## src/rtl/qsr_pkg.sv

```systemverilog
`default_nettype none
package qsr_pkg;

  localparam int COMP_WIDTH = 32;
  localparam int FRAC_BITS  = 28;
  localparam int SQ_W       = 130;
  localparam int SQ_LIM     = 128;
  localparam int ROOT_W     = 65;
  localparam int K_W        = 7;

  function automatic int max2(input int a, input int b);
    return (a > b) ? a : b;
  endfunction

  function automatic int dnw(input int w);
    return max2(2 * w + 1, ROOT_W);
  endfunction

  function automatic int dvw(input int w, input int f);
    return w + f + 64;
  endfunction

  function automatic int qbw(input int w, input int f);
    return max2(w + 1, f + 2);
  endfunction

  function automatic int rw(input int w, input int f);
    return max2(qbw(w, f), ROOT_W) + 1;
  endfunction

  function automatic logic [1:0] term_b(input logic [1:0] c, input logic [1:0] t);
    return c ^ t;
  endfunction

  function automatic logic term_n(input logic [1:0] c, input logic [1:0] t);
    logic r;
    r = 1'b0;
    case (c)
      2'd0: r = (t != 2'd0);
      2'd1: r = (t == 2'd3);
      2'd2: r = (t == 2'd1);
      2'd3: r = (t == 2'd2);
      default: r = 1'b0;
    endcase
    return r;
  endfunction

endpackage
`default_nettype wire

```

## src/rtl/qsr_mul.sv

```systemverilog
`default_nettype none
module qsr_mul #(
  parameter int W = qsr_pkg::COMP_WIDTH
) (
  input  wire logic           clk,
  input  wire logic [W-1:0]   a,
  input  wire logic [W-1:0]   b,
  output logic      [2*W-1:0] p
);
  always_ff @(posedge clk) begin
    p <= a * b;
  end
endmodule
`default_nettype wire

```

## config.mk

```make
export PLATFORM = sky130hd
export DESIGN_NAME = qsr_mul
export DESIGN_NICKNAME = d
export VERILOG_FILES = /design/src/rtl/qsr_pkg.sv /design/src/rtl/qsr_mul.sv
export SDC_FILE = /design/constraint.sdc
export NUM_CORES = 2
export LEC_CHECK = 0
export ABC_AREA = 1
export BUFFER_PORTS_ARGS = -buffer_cell sky130_fd_sc_hd__buf_2
export CAP_MARGIN = 20
export CORE_ASPECT_RATIO = 0.5
export CORE_UTILIZATION = 30
export DETAILED_ROUTE_END_ITERATION = 6
export PLACE_DENSITY = 0.51
export SLEW_MARGIN = 5
export SYNTH_ARGS = -nofsm -noshare
export SYNTH_HDL_FRONTEND = slang
export SYNTH_SLANG_ARGS = --single-unit
export TNS_END_PERCENT = 20
```

## constraint.sdc

```tcl
create_clock -name clk -period 10.8 [get_ports clk]
set_input_delay 1.62 -clock clk [delete_from_list [all_inputs] [get_ports clk]]
set_output_delay 1.62 -clock clk [all_outputs]
set_load 0.03 [all_outputs]
```

# Word-level counts from Yosys, hierarchy flattened
# Index checks and enable logic that the tools add are counted.
[word_totals] ff_bits=64 inputBits=65 output_inout_bits=64 elab_cells=2
[op_classes] n_mul=1
[ops] operator="32-bit by 32-bit multiplier with 64-bit output" n=1

# Longest topological paths before layout
[depth] word_depth=1 ltp_mapped=30 ltp_nobuf=29

# Worst setup path after synthesis
# OpenSTA, ideal clock, no wires.
[synth_path] path_kind="input to register" startpoint="in a[25]" endpoint="reg p[60]" setup_ns=0.112 arrival_ns=7.322 required_ns=10.688 path_slack_ns=3.366 cell_stages=26 path_buffers=1 path_cell_list="clkbuf_1 -> nand2_1 -> fa_1 -> inv_1 -> fa_1 -> inv_1 -> fa_1 -> inv_1 -> fa_1 -> fa_1 -> fa_1 -> fa_1 -> inv_1 -> fa_1 -> inv_1 -> ha_1 -> nand2_1 -> nand2_1 -> a21oi_1 -> nand2_1 -> nand2_1 -> nand2_1 -> a21oi_1 -> nand2_1 -> nand2_1 -> nand2_1"
[synth_between] elab_chain_len=1
[synth_lines] element="start, declared" line_no="qsr_mul.sv:6" source="input wire logic [W-1:0] a,"
[synth_lines] element="32-bit by 32-bit multiplier with 64-bit output" line_no="qsr_mul.sv:11" source="p <= a * b;"
[synth_lines] element="end signal, assigned" line_no="qsr_mul.sv:11"
[synth_lines] element="end, declared" line_no="qsr_mul.sv:8" source="output logic [2*W-1:0] p"
# No other way between the ends.

# Worst setup path after layout
[layout_path] startpoint="in a[9]" endpoint="reg p[33]"
# Same word-level chain as after synthesis.

==> results.md <==
* CTS Buf Count at 9
* Yosys top cell by area: fa_1
* Global-route wire length before repair at 189000 um
* GPL Wtd Cong at 0.934
* Site Rows at 91
* CTS tree: yes
* Via count at roughly 30000
* Max reg flops at 64
* Hold_buf cts at 0
* DP HPWL at slightly below 100000 um
* Least-Margin Pin Slew at 1040 ps
* Worst Path Max Fanout at 32
* Initial antenna violation count at 3
* Chip width at 501 um
* Syn nets at 6247
* Largest regs: p: 64 flops
* Fin crit period at 8460 ps
* Worst hold path type: in -> reg
* Largest register by flop count: p
* Largest net degree at the start of global routing at 33
* Post-cts gate resize count at 0
* CTS H-Tree Depth at 3
* Post-synthesis average cell area at between 7 and 8 sq um
* Core Area at 123000 sq um
* Share of the synthesized area in the top cell type at a little under half
* Worst Path Arrival at 8690 ps
* Endpoints failing hold at 0
* # IOs at 129
* Seq/Total Area, Yosys at 3.43%
* Setup crit start kind: input pin
* Max_cap viols at 0
* Crit path kind: in -> reg
* Grt total ovfl at 0
* Root Buffer: clkbuf_16
* Cells after synthesis at 5023
* DP Worst Slack at 2080 ps
* Required @ worst endpoint at 11030 ps
* Vias in the first global route at 31800
* I/O Buffers at 128
* Slew Viols, Final at 0
* Final setup TNS at 0 ps
* Synth top area cells: fa_1, inv_1, nand2_1, ha_1, dfxtp_1
* Register area at 1280 sq um
* Max frequency at 118 MHz
* Fillers at ~13000
* Clock transition at path regs at 60 ps
* Status: finished with violations
* CTS max path bufs at 2
* Total Routing Usage GR at 19.4%
* Slowest-stage cell, CP: buf_2
* Routed WL at 118000 um
* Setup crit end kind: register
* Max incr delay on CP at 780 ps
* Post-CTS setup repair buffer count at 0
* Yosys cell types at 23
* Antenna Cells at 0
* Final nets at 6200
* Synth warn at 0
* Wire per inst at between 15 and 20 um
* Cell area after synthesis at 37400 sq um
* Failing checks: DRC
* DRT iter0 DRCs at 2015
* Residual DRC count at 4
* Slew margin rel. at 30.4%
* Post-route antenna net violation count at 0
* Initial Util at between 30% and 40%
* Share of cells above drive strength 1 at 4.30%
* DR vias/cell at 4.39
* Syn-to-layout area delta at 6.38%
* Yosys reg bits at 64
* Unrepaired setup endpoints after global routing: false
* Final setup vio count at 0
* Multi-input logic area at a little under 30000 sq um
* Die ar. at 126000 sq um
* Post-route clock period utilization at 78.4%
* Cells along the critical path: buf_2 -> nand2_1 -> fa_1 -> inv_1 -> fa_1 -> fa_1 -> fa_1 -> fa_1 -> fa_1 -> fa_1 -> fa_1 -> ha_1 -> nand2_1 -> nor2_1 -> nand2_1 -> o21bai_1 -> inv_1 -> nand2_1 -> xor2_1
* Cell mode on critical path: fa_1
* Final Worst Setup Slack at 2340 ps
* Die Ht at about 250 um
* Drt pass-1 iters at 7
* Sink Count at 64
[cells in the mapped netlist, drive strengths merged]
cell type  instances
nor2             101
o21bai            12
clkbuf           192
nand2           1581
dfxtp             64
ha               263
fa               896
xnor2              2
nand4             16
xor2              33
a21oi             43
inv             1735
nor3              18
nand3             65
o21ai              2
[placed cells by master, fill, tap and decap left out, drive strengths merged, types with 9 or more instances in the layout]
| master | instances |
|---|---|
| a21oi | 43 |
| buf | 134 |
| clkbuf | 9 |
| dfxtp | 64 |
| fa | 896 |
| ha | 263 |
| inv | 1737 |
| nand2 | 1581 |
| nand3 | 65 |
| nand4 | 16 |
| nor2 | 101 |
| nor3 | 18 |
| o21bai | 12 |
| xor2 | 33 |
[metrics by stage]
step           utilization (%)  area [sq um]  instances  hold WS [ps]
2_1_floorplan                -         37400       5023          1720
3_3_place_gp              32.0         39500       6639          2060
3_5_place_dp              32.0         39500       6639          2060
4_1_cts                   32.2         39800       6655          1860
5_1_grt                   32.2         39800       6655          1880
6_report                  32.2         39800       6655          1870
[worst max-delay path: cells and delay by family]
family	cells	cell delay, ps
XOR/XNOR	1	270
AND/OR/NAND/NOR	5	870
buffers and inverters	3	890
adder cells (fa/ha/maj)	9	4720
AO/OA/AOI/OAI	1	290
[kinds of logic after synthesis]
family	Yosys count	synth area share, %
buffers and inverters	1927	19.3
and+or+nand+nor	1781	18.8
adders and majority gates	1159	56.8
DFF	64	3.43
AOI/OAI and AO/OA	57	0.853
xor gates and xnor gates	35	0.820
[metal layers]
metal	GRT usage [%]	wire [um]
met4	1.71	916
met2	31.9	54700
met3	2.11	6980
met5	0	0
met1	28.4	55500
[path summary, 6_finish.rpt]
check / start / endpoint / slack [ps] / cells past startpoint
setup / recovery: a[9] / p[33]$_DFF_P_ / 2340 / 19
hold / removal: a[0] / p[0]$_DFF_P_ / 1870 / 3
[layout make-up]
type / count / share of cell area, %
inverters: 1735 / 16.4
repair buffers: 134 / 1.72
clock inverters: 7 / 0.258
clock buffers: 9 / 0.566
well taps: 1674 / 5.26
flip-flops and latches: 64 / 3.22
multi-input cells: 3032 / 72.6
Power is left out: the tool's default activity adds up to more than one toggle a clock period on the data nets, which glitch-free logic cannot reach.
